--- config.mk ---
export PLATFORM = sky130hd
export DESIGN_NAME = weighted_fair_queue_scheduler_unit
export DESIGN_NICKNAME = d
export VERILOG_FILES = /design/src/wfq_pkg.sv /design/src/wfq_front.sv /design/src/wfq_back.sv /design/src/weighted_fair_queue_scheduler_unit.sv
export SDC_FILE = /design/constraint.sdc
export NUM_CORES = 2
export LEC_CHECK = 0
export ABC_AREA = 1
export BUFFER_PORTS_ARGS = -buffer_cell sky130_fd_sc_hd__buf_2
export CORE_UTILIZATION = 59
export DETAILED_ROUTE_END_ITERATION = 10
export PLACE_DENSITY = 0.75
export SYNTH_ARGS = -nofsm -noshare
export SYNTH_HDL_FRONTEND = slang
export SYNTH_SLANG_ARGS = --single-unit
export TNS_END_PERCENT = 20
--- constraint.sdc ---
create_clock -name i_clk -period 12.78 [get_ports i_clk]
set_clock_uncertainty 0.15 [all_clocks]
set_input_delay 2.556 -clock i_clk [delete_from_list [all_inputs] [get_ports i_clk]]
set_output_delay 2.556 -clock i_clk [all_outputs]
set_load 0.02 [all_outputs]
--- src/wfq_pkg.sv ---
// Package: shared types and constants for the weighted fair queue scheduler.
`timescale 1ns / 1ps

package wfq_pkg;

    localparam int NUM_QUEUES = 4;
    localparam int FIFO_DEPTH = 16;
    localparam int QW         = $clog2(NUM_QUEUES);
    localparam int PW         = $clog2(FIFO_DEPTH);
    localparam int CW         = $clog2(FIFO_DEPTH + 1);
    localparam int MW         = $clog2(NUM_QUEUES * FIFO_DEPTH);
    localparam int TAG_W      = 48;
    localparam int LEN_W      = 16;
    localparam int WGT_W      = 16;
    localparam int NUM_REGS   = 4;
    localparam int CMDQ_DEPTH = 2;

    localparam logic [TAG_W-1:0] TAG_MAX = {TAG_W{1'b1}};
    localparam logic [WGT_W-1:0] WGT_RESET = 16'd256;

    typedef enum logic [1:0] {
        ST_ENQUEUED = 2'd0,
        ST_DROPPED  = 2'd1,
        ST_SERVED   = 2'd2,
        ST_IDLE     = 2'd3
    } t_status;

    typedef enum logic {
        ACT_ENQ   = 1'b0,
        ACT_SERVE = 1'b1
    } t_action;

    // command handed from the front end to the back end
    typedef struct packed {
        t_action          action;
        logic [1:0]       queue_sel;
        logic [LEN_W-1:0] packet_len;
    } t_cmd;

    typedef enum logic [1:0] {
        BS_IDLE  = 2'd0,
        BS_READ  = 2'd1,
        BS_TAG   = 2'd2,
        BS_OUT   = 2'd3
    } t_bstate;

    // saturating tag = start + len * w
    function automatic logic [TAG_W-1:0] sat_add(input logic [TAG_W-1:0] a,
                                                 input logic [31:0] p);
        logic [TAG_W:0] s;
        s = {1'b0, a} + {{(TAG_W + 1 - 32){1'b0}}, p};
        return s[TAG_W] ? TAG_MAX : s[TAG_W-1:0];
    endfunction

endpackage

--- src/wfq_front.sv ---
// Front end: takes input beats and buffers them in a short command queue.
`timescale 1ns / 1ps

module wfq_front import wfq_pkg::*; (
    input  logic        i_clk,
    input  logic        i_rst_n,
    input  logic        i_valid,
    output logic        o_ready,
    input  t_cmd        i_cmd,
    output logic        o_valid,
    input  logic        i_ready,
    output t_cmd        o_cmd
);

    localparam int AW = $clog2(CMDQ_DEPTH);

    t_cmd                r_mem [CMDQ_DEPTH];
    logic [AW-1:0]       r_wr, r_rd;
    logic [AW:0]         r_cnt;
    logic                w_push, w_pop;

    assign o_ready = (r_cnt != (AW+1)'(CMDQ_DEPTH));
    assign o_valid = (r_cnt != '0);
    assign o_cmd   = r_mem[r_rd];
    assign w_push  = i_valid && o_ready;
    assign w_pop   = o_valid && i_ready;

    always_ff @(posedge i_clk) begin
        if (w_push) begin
            r_mem[r_wr] <= i_cmd;
        end
        if (!i_rst_n) begin
            r_wr  <= '0;
            r_rd  <= '0;
            r_cnt <= '0;
        end else begin
            if (w_push) r_wr <= (r_wr == AW'(CMDQ_DEPTH - 1)) ? '0 : r_wr + 1'b1;
            if (w_pop)  r_rd <= (r_rd == AW'(CMDQ_DEPTH - 1)) ? '0 : r_rd + 1'b1;
            r_cnt <= r_cnt + (AW+1)'(w_push) - (AW+1)'(w_pop);
        end
    end

`ifndef ASSERT_OFF
    a_cnt_bound: assert property (@(posedge i_clk) disable iff (!i_rst_n)
        r_cnt <= (AW+1)'(CMDQ_DEPTH)) else $error("command queue overflow");
    a_no_push_full: assert property (@(posedge i_clk) disable iff (!i_rst_n)
        (r_cnt == (AW+1)'(CMDQ_DEPTH)) |-> !w_push) else $error("push when full");
    a_pop_count: assert property (@(posedge i_clk) disable iff (!i_rst_n)
        (w_pop && !w_push) |=> (r_cnt == $past(r_cnt) - 1'b1)) else $error("pop count");
`endif

endmodule

--- src/wfq_back.sv ---
// Back end: queue state, tag arithmetic, selection and result register.
`timescale 1ns / 1ps

module wfq_back import wfq_pkg::*; (
    input  logic              i_clk,
    input  logic              i_rst_n,
    input  logic              i_valid,
    output logic              o_ready,
    input  t_cmd              i_cmd,
    input  logic              i_cfg_we,
    input  logic [1:0]        i_cfg_idx,
    input  logic [WGT_W-1:0]  i_cfg_data,
    output logic              o_valid,
    input  logic              i_ready,
    output t_status           o_status,
    output logic [1:0]        o_served_queue,
    output logic [LEN_W-1:0]  o_served_len,
    output logic [TAG_W-1:0]  o_virtual_time
);

    logic [LEN_W-1:0] r_fifo [NUM_QUEUES * FIFO_DEPTH];
    logic [PW-1:0]    r_head [NUM_QUEUES];
    logic [PW-1:0]    r_tail [NUM_QUEUES];
    logic [CW-1:0]    r_count [NUM_QUEUES];
    logic [TAG_W-1:0] r_finish [NUM_QUEUES];
    logic [WGT_W-1:0] r_wgt [NUM_REGS];
    logic [TAG_W-1:0] r_vclock;

    t_bstate r_state, n_state;
    t_cmd    r_cmd;
    logic [QW-1:0]    r_win;
    logic             r_found;
    logic [TAG_W-1:0] r_ftag;
    logic [LEN_W-1:0] r_rdata;
    logic [31:0]      r_prod;
    logic             r_upd;
    logic             r_enq_ok;
    logic [LEN_W-1:0] r_slen;

    logic             r_ovalid;
    t_status          r_ostatus;
    logic [1:0]       r_oq;
    logic [LEN_W-1:0] r_olen;
    logic [TAG_W-1:0] r_ovt;

    // combinational selection
    logic [QW-1:0] w_win;
    logic          w_found;
    logic [QW-1:0] w_q;
    logic          w_qok;

    always_comb begin
        w_win   = '0;
        w_found = 1'b0;
        for (int i = 0; i < NUM_QUEUES; i++) begin
            if (r_count[i] != '0 && (!w_found || r_finish[i] < r_finish[w_win])) begin
                w_found = 1'b1;
                w_win   = QW'(i);
            end
        end
    end

    assign w_q   = QW'(r_cmd.queue_sel);
    assign w_qok = ({1'b0, r_cmd.queue_sel} < 3'(NUM_QUEUES)) &&
                   (r_count[w_q] != CW'(FIFO_DEPTH));

    assign o_ready = (r_state == BS_IDLE);

    always_comb begin
        n_state = r_state;
        unique case (r_state)
            BS_IDLE: if (i_valid) n_state = BS_READ;
            BS_READ: n_state = BS_TAG;
            BS_TAG:  n_state = BS_OUT;
            BS_OUT:  if (!r_ovalid || i_ready) n_state = BS_IDLE;
            default: n_state = BS_IDLE;
        endcase
    end

    logic [PW-1:0] w_nh;
    assign w_nh = (r_head[r_win] == PW'(FIFO_DEPTH - 1)) ? '0 : r_head[r_win] + 1'b1;

    always_ff @(posedge i_clk) begin
        // READ: latch selection and enq check, fetch head word (TAG: next head)
        if (r_state == BS_IDLE && i_valid) r_cmd <= i_cmd;
        if (r_state == BS_READ) begin
            r_win    <= w_win;
            r_found  <= w_found;
            r_ftag   <= r_finish[w_win];
            r_rdata  <= r_fifo[{w_win, r_head[w_win]}];
            r_enq_ok <= w_qok;
        end
        if (r_state == BS_TAG) begin
            if (r_cmd.action == ACT_SERVE) begin
                r_slen  <= r_found ? r_rdata : '0;
                r_rdata <= r_fifo[{r_win, w_nh}];
                r_upd   <= r_found && (r_count[r_win] != CW'(1));
            end else begin
                r_prod  <= 32'(r_cmd.packet_len) * 32'(r_wgt[w_q]);
                r_slen  <= '0;
                // count was bumped in READ, so one entry means the queue was empty
                r_upd   <= r_enq_ok && (r_count[w_q] == CW'(1));
            end
        end
        if (r_state == BS_READ && r_cmd.action == ACT_ENQ && w_qok)
            r_fifo[{w_q, r_tail[w_q]}] <= r_cmd.packet_len;

        if (!i_rst_n) begin
            r_state  <= BS_IDLE;
            r_vclock <= '0;
            r_ovalid <= 1'b0;
            for (int i = 0; i < NUM_QUEUES; i++) begin
                r_head[i] <= '0; r_tail[i] <= '0; r_count[i] <= '0;
                r_finish[i] <= '0;
            end
            for (int i = 0; i < NUM_REGS; i++) r_wgt[i] <= WGT_RESET;
        end else begin
            r_state <= n_state;
            if (i_cfg_we) r_wgt[i_cfg_idx] <= i_cfg_data;
            if (r_state == BS_READ && r_cmd.action == ACT_ENQ && w_qok) begin
                r_tail[w_q]  <= (r_tail[w_q] == PW'(FIFO_DEPTH - 1)) ? '0 : r_tail[w_q] + 1'b1;
                r_count[w_q] <= r_count[w_q] + 1'b1;
            end
            if (r_state == BS_TAG && r_cmd.action == ACT_SERVE && r_found) begin
                r_head[r_win]  <= w_nh;
                r_count[r_win] <= r_count[r_win] - 1'b1;
                r_vclock       <= r_ftag;
            end
            if (r_state == BS_OUT && n_state == BS_IDLE) begin
                if (r_upd) begin
                    if (r_cmd.action == ACT_SERVE)
                        r_finish[r_win] <= sat_add(r_ftag,
                                                   32'(r_rdata) * 32'(r_wgt[r_win]));
                    else
                        r_finish[w_q] <= sat_add(r_vclock, r_prod);
                end
                r_ovalid <= 1'b1;
                r_oq     <= (r_cmd.action == ACT_SERVE && r_found) ? 2'(r_win) : 2'd0;
                r_olen   <= r_slen;
                r_ovt    <= r_vclock;
                if (r_cmd.action == ACT_SERVE)
                    r_ostatus <= r_found ? ST_SERVED : ST_IDLE;
                else
                    r_ostatus <= r_enq_ok ? ST_ENQUEUED : ST_DROPPED;
            end else if (r_ovalid && i_ready) begin
                r_ovalid <= 1'b0;
            end
        end
    end

    assign o_valid        = r_ovalid;
    assign o_status       = r_ostatus;
    assign o_served_queue = r_oq;
    assign o_served_len   = r_olen;
    assign o_virtual_time = r_ovt;

`ifndef ASSERT_OFF
    a_vclock_mono: assert property (@(posedge i_clk) disable iff (!i_rst_n)
        1'b1 |=> (r_vclock >= $past(r_vclock)) || $past(r_cmd.action == ACT_SERVE))
        else $error("vclock moved on enqueue");
    a_out_hold: assert property (@(posedge i_clk) disable iff (!i_rst_n)
        (r_state != BS_IDLE) |-> !o_ready) else $error("ready while busy");
    a_count_bound: assert property (@(posedge i_clk) disable iff (!i_rst_n)
        r_count[0] <= CW'(FIFO_DEPTH)) else $error("queue 0 count overflow");
`endif

endmodule

--- src/weighted_fair_queue_scheduler_unit.sv ---
// Top level: weighted fair queue scheduler, front queue plus execution back end.
//
//  channel | dir | payload
//  s_axis  | in  | tdata: action[0], queue_sel[2:1], packet_len[18:3]
//  m_axis  | out | tdata: status[1:0], served_queue[3:2], served_len[19:4], vtime[67:20]
//  cfg     | in  | index[1:0], data[15:0]
//
// Each item passes through four steps in the back end (accept, select and fetch, tag, result).
// The front queue holds two commands so input is taken while the back end works.
// Reset is synchronous active low; all queues empty, vclock zero, weights 1.0.
// A result that is still waiting holds the back end in its result step.
`timescale 1ns / 1ps

module weighted_fair_queue_scheduler_unit import wfq_pkg::*; (
    input  logic        i_clk,
    input  logic        i_rst_n,
    input  logic        s_axis_tvalid,
    output logic        s_axis_tready,
    input  logic [23:0] s_axis_tdata,   // action, queue_sel, packet_len
    output logic        m_axis_tvalid,
    input  logic        m_axis_tready,
    output logic [71:0] m_axis_tdata,   // status, served_queue, served_len, virtual_time
    input  logic        i_cfg_valid,
    output logic        o_cfg_ready,
    input  logic [1:0]  i_cfg_index,
    input  logic [15:0] i_cfg_data
);

    t_cmd w_in_cmd, w_q_cmd;
    logic w_q_valid, w_q_ready;
    t_status          w_status;
    logic [1:0]       w_sq;
    logic [LEN_W-1:0] w_slen;
    logic [TAG_W-1:0] w_vt;

    assign w_in_cmd.action     = t_action'(s_axis_tdata[0]);
    assign w_in_cmd.queue_sel  = s_axis_tdata[2:1];
    assign w_in_cmd.packet_len = s_axis_tdata[18:3];
    assign o_cfg_ready = 1'b1;

    wfq_front u_front (
        .i_clk, .i_rst_n,
        .i_valid(s_axis_tvalid), .o_ready(s_axis_tready), .i_cmd(w_in_cmd),
        .o_valid(w_q_valid), .i_ready(w_q_ready), .o_cmd(w_q_cmd)
    );

    wfq_back u_back (
        .i_clk, .i_rst_n,
        .i_valid(w_q_valid), .o_ready(w_q_ready), .i_cmd(w_q_cmd),
        .i_cfg_we(i_cfg_valid), .i_cfg_idx(i_cfg_index), .i_cfg_data(i_cfg_data),
        .o_valid(m_axis_tvalid), .i_ready(m_axis_tready),
        .o_status(w_status), .o_served_queue(w_sq), .o_served_len(w_slen),
        .o_virtual_time(w_vt)
    );

    assign m_axis_tdata = {4'd0, w_vt, w_slen, w_sq, w_status};

endmodule
; ---- After elaboration in Yosys (flattened, before gate mapping)
; Memories as Yosys holds them, arrays and structs flattened. A register that Yosys moved wholly into a read port is not among the register bits.
; Index checks and enable logic that the tools add are counted.
[classes]
n_addsub = 10
mul = 2
magnitude_cmp = 3
eq_ne = 9
mux = 71
n_bitwise = 1
n_reduce_logical = 40
[ops]
columns = op, count
row1 = $mux W48, 4
row2 = $lt A48 B48 Y1, 3
row3 = $add A48 B32 Y49, 2
row4 = $reduce_or A48 Y1, 2
row5 = $mul A16 B16 Y32, 2
row6 = $mux W16, 4
row7 = $mux W1, 41
row8 = $mux W2, 15
row9 = $reduce_bool A5 Y1, 4
row10 = $mux W4, 4
row11 = $reduce_or A16 Y1, 1
row12 = $logic_and A1 B1 Y1, 14
row13 = $mux W5, 2
row14 = $reduce_or A5 Y1, 2
row15 = $add A4 B1 Y4 const B, 2
row16 = $eq A4 B4 Y1 const B, 2
row17 = $pmux W2 S4, 1
row18 = $reduce_or A4 Y1, 2
row19 = $reduce_and A2 Y1, 3
row20 = $add A5 B1 Y5 const B, 1
row21 = $eq A5 B1 Y1 const B, 1
row22 = $ne A5 B1 Y1 const B, 1
row23 = $ne A5 B5 Y1 const B, 1
row24 = $sub A5 B1 Y5 const B, 1
row25 = 11 further kinds, 21
[word_totals]
ff_bits = 192
ramBits = 1370
output_inout_bits = 75
word_cells = 160
mem_count = 7
[mem_list]
columns = memory, words, width, rd, rd_clocked_by_memory_dff, wr, line
row1 = u_back.r_fifo, 64, 16, 2, 0, 1, wfq_back.sv:21  ; logic [LEN_W-1:0] r_fifo [NUM_QUEUES * FIFO_DEPTH];
row2 = u_back.r_finish, 4, 48, 7, 1, 4, wfq_back.sv:25  ; logic [TAG_W-1:0] r_finish [NUM_QUEUES];
row3 = u_back.r_wgt, 4, 16, 2, 1, 4, wfq_back.sv:26  ; logic [WGT_W-1:0] r_wgt [NUM_REGS];
row4 = u_front.r_mem, 2, 19, 1, 1, 1, wfq_front.sv:17  ; t_cmd r_mem [CMDQ_DEPTH];
row5 = u_back.r_count, 4, 5, 6, 1, 4, wfq_back.sv:24  ; logic [CW-1:0] r_count [NUM_QUEUES];
row6 = u_back.r_head, 4, 4, 2, 1, 4, wfq_back.sv:22  ; logic [PW-1:0] r_head [NUM_QUEUES];
row7 = 1 more memories, --, --, --, --, --, --

; ---- Logic depth before layout (Yosys ltp)
; An unclocked memory read counts as a cell.
[logic_depth]
ltp_word = 22
mapped_depth = 67

; ---- By module
; From an unflattened synthesis, not the netlist that was laid out.
[unflattened]
hier_cells = 10849
hier_area_um2 = 100681.6
[modules_own_cells]
columns = mod, n_inst, cells_per_inst, area_each_um2, seq_area_each_um2
row1 = wfq_back, 1, 10747, 98977.4, 47065.1
row2 = wfq_front, 1, 95, 1659.1, 1241.2
row3 = weighted_fair_queue_scheduler_unit, 1, 7, 45.0, 0.0

; ---- Worst setup path after synthesis
; No wires, ideal clock.
[synth_path]
path_kind = input port to flip-flop
startpoint = input port i_rst_n
endpoint = memory u_back.r_finish[1][0], enable pin
setup_ns = 0.583
arrival_ns = 10.591
required_time_ns = 12.047
path_slack_ns = 1.456
path_stages = 10
path_cell_list = clkbuf_1 -> inv_1 -> nor3_1 -> nand3_1 -> o22ai_1 -> or2_2 -> clkbuf_1 -> clkbuf_1 -> buf_1 -> nand2_1
[synth_rtl]
columns = element, line
row1 = "start, declared", weighted_fair_queue_scheduler_unit.sv:16  ; input logic i_rst_n,
row2 = "end, declared", wfq_back.sv:25

==> results.sh <==
export IMPL_status="finished, violations left"
export IMPL_violations="max-capacitance violations, max-slew violations"
export IMPL_cts_sink_count=1631
export IMPL_final_hold_viol_count=0
export IMPL_ys_ff_latch=1631
export IMPL_grt_usage_pct=36.59
export IMPL_postCtsSetupBuffers=0
export IMPL_start_kind="flip-flop"
export IMPL_ys_flop_type="edfxtp_1"
export IMPL_critPathRequiredTime_ns=13.31
export IMPL_io_buffers=111
export IMPL_first_pass_iters=9
export IMPL_fp_coreArea_um2=168000
export IMPL_regArea_um2=48250
export IMPL_wl_per_cell_um=24.56
export IMPL_start_util_pct=59.69
export IMPL_yosysUniqueCellTypes=56
export IMPL_cts_tree="done"
export IMPL_yosysMostFrequentCell="nand2_1"
export IMPL_viasPerCell=6.347
export IMPL_layout_drive_gt1_share_pct=6.536
export IMPL_cts_hold_buffers=0
export IMPL_synth_warnings=0
export IMPL_route_antenna_remaining_nets=0
export IMPL_worstSkewPairLatency_ns=0.86
export IMPL_period_needed_ns=12.08
export IMPL_worstPathArrival_ns=12.61
export IMPL_drc_errors=0
export IMPL_synth_area_leaders="edfxtp_1 (47%), fa_1 (8.4%), nand2_1 (6.5%)"
export IMPL_hpwlAfterDp_um=204200
export IMPL_slowest_stage="nor4b_1"
export IMPL_rsz0062_at_grt="false"
export IMPL_row_count=150
export IMPL_grt_pass1_vias=79810
export IMPL_place_congestion=0.9832
export IMPL_cp_slowest_stage_delay_ns=0.60
export IMPL_synthTopCellsByCount="nand2_1 (1741), edfxtp_1 (1558), inv_1 (1516), nand3_1 (1143), o21ai_0 (928)"
export IMPL_slew_headroom_pct=-5.718
export IMPL_yosysTopAreaCellShare_pct=46.66
export IMPL_cts_resized=0
export IMPL_gr_total_overflow=0
export IMPL_clock_path_buffers=3
export IMPL_async_flop_share_pct=0
export IMPL_antenna_found_initial=6
export IMPL_die_width_um=414.2
export IMPL_multiInputGateArea_um2=43590
export IMPL_nets=11510
export IMPL_cts_buffers=171
export IMPL_die_h_um=414.2
export IMPL_tns_ns=0
export IMPL_cap_violations=1
export IMPL_critPathKind="flip-flop to flip-flop"
export IMPL_tightest_slew_ns=1.575
export IMPL_dieArea_um2=171600
export IMPL_final_period_utilization_pct=94.49
export IMPL_cts_root_buf="clkbuf_16"
export IMPL_synth_edff_count=1558
export IMPL_ys_seq_area_share_pct=48.12
export IMPL_cp_common_cell="nand2_1"
export IMPL_synth_largest_area_cell="edfxtp_1"
export IMPL_drt_wl_total_um=319000
export IMPL_syn_area_um2=100300
export IMPL_reg2reg_setup_slack_ns=0.70
export IMPL_area_growth_pct=8.793
export IMPL_grt_pass1_wl_um=475100
export IMPL_setup_violations=0
export IMPL_holdCritPathClass="flip-flop to flip-flop"
export IMPL_fmax_mhz=82.81
export IMPL_cp_end_kind="flip-flop"
export IMPL_path_clk_slew_ns=0.07
export IMPL_avgSynthCellArea_um2=9.306
export IMPL_drt_iter0_drc=12510
export IMPL_critPathMaxFanout=40
export IMPL_slew_viol_final=2
export IMPL_fillerInstances=13050
export IMPL_vias=82460
export IMPL_grt_max_degree=206
export IMPL_synth_cells=10770
export IMPL_ioPinCount=122
export IMPL_cts_htree_levels=4
## placed cells by master, fill, tap and decap left out, types with 35 or more instances in the layout
| cell type | n |
|---|---|
| a21oi_1 | 388 |
| buf_12 | 39 |
| buf_2 | 111 |
| buf_4 | 204 |
| clkbuf_1 | 35 |
| clkbuf_16 | 175 |
| clkinv_1 | 35 |
| clkinv_2 | 37 |
| dfxtp_1 | 72 |
| edfxtp_1 | 1558 |
| fa_1 | 421 |
| ha_1 | 396 |
| inv_1 | 1511 |
| nand2_1 | 1730 |
| nand3_1 | 1143 |
| nand3b_1 | 249 |
| nor2_1 | 825 |
| o211ai_1 | 360 |
| o21ai_0 | 928 |
| o22ai_1 | 37 |
| xor2_1 | 88 |
## critical path: cells and delay by family, from the launching register on
kind            cells  cell delay, ns
fa+ha+maj           3            0.97
flops               1            0.40
compound gates      3            0.65
simple gates       38            7.92
buf+inv             6            1.67
## area by class of cell
cell class,instances,share of cell area [%]
Antenna cell,3,0.006882
Multi-Input combinational cell,6927,39.96
Inverter,1557,5.388
Tap cell,2204,2.528
Timing Repair Buffer,354,2.629
Clock buffer,216,4.211
Sequential cell,1631,44.23
Clock inverter,101,1.046
## worst paths after layout
check	start	to	cells after the start
worst min register to register	u_back.r_slen[12]	u_back.o_served_len[12]	0
worst max register to register	u_back.r_finish[1][25]	u_back.r_rdata[7]	50
worst min-delay path	u_back.r_slen[12]	u_back.o_served_len[12]	0
worst max-delay path	u_back.r_finish[1][25]	u_back.r_rdata[7]	50
## state kept, by name, indices dropped and copies added, names as in the netlist, 16 cells and up, named ones only
name,cells
u_back.r_head,16
u_back.r_cmd,17
u_back.r_rdata,16
u_back.r_tail,16
u_back.o_served_len,16
u_back.r_slen,16
u_front.r_mem,38
u_back.r_ftag,48
u_back.r_finish,192
u_back.r_fifo,1024
u_back.r_count,20
u_back.r_wgt,64
u_back.r_vclock,48
u_back.o_virtual_time,48
u_back.r_prod,32
## kinds of logic (layout without fill, tap and decap cells)
logic type | after synthesis | after routing | synth area share [%]
AOI/OAI and AO/OA | 1912 | 1912 | 11.03
xor gates and xnor gates | 117 | 117 | 1.022
adders and majority gates | 817 | 817 | 13.35
buffers and inverters | 2219 | 2228 | 8.644
DFF | 1631 | 1631 | 48.12
other | 2 | 8 | 0.007490
and+or+nand+nor | 4076 | 4076 | 17.83
## per-stage QoR
stage | cell area [um2] | setup slack [ns] | std cells | hold slack (ns) | utilization (%)
2_1_floorplan | 100300 | 1.456 | 10780 | 0.2503 | -
3_3_place_gp | 103300 | 1.358 | 12670 | 0.2528 | 61.52
3_5_place_dp | 103300 | 1.233 | 12670 | 0.2554 | 61.52
4_1_cts | 109100 | 1.124 | 12990 | 0.2633 | 64.93
5_1_grt | 109100 | 0.2957 | 12990 | 0.2717 | 64.93
6_report | 109100 | 0.7036 | 12990 | 0.2604 | 64.94
## metal layers
metal	GRT usage [%]	vias to the layer above	share of wire, %
met1	48.37	39510	37
met3	9.135	1101	13
met2	55.58	5668	44
li1	-	36180	-
met4	20.01	0	5.8
met5	0	-	0
Power is not shown: default switching activity piles up to over one toggle a cycle in this logic, so the estimate is an artifact.
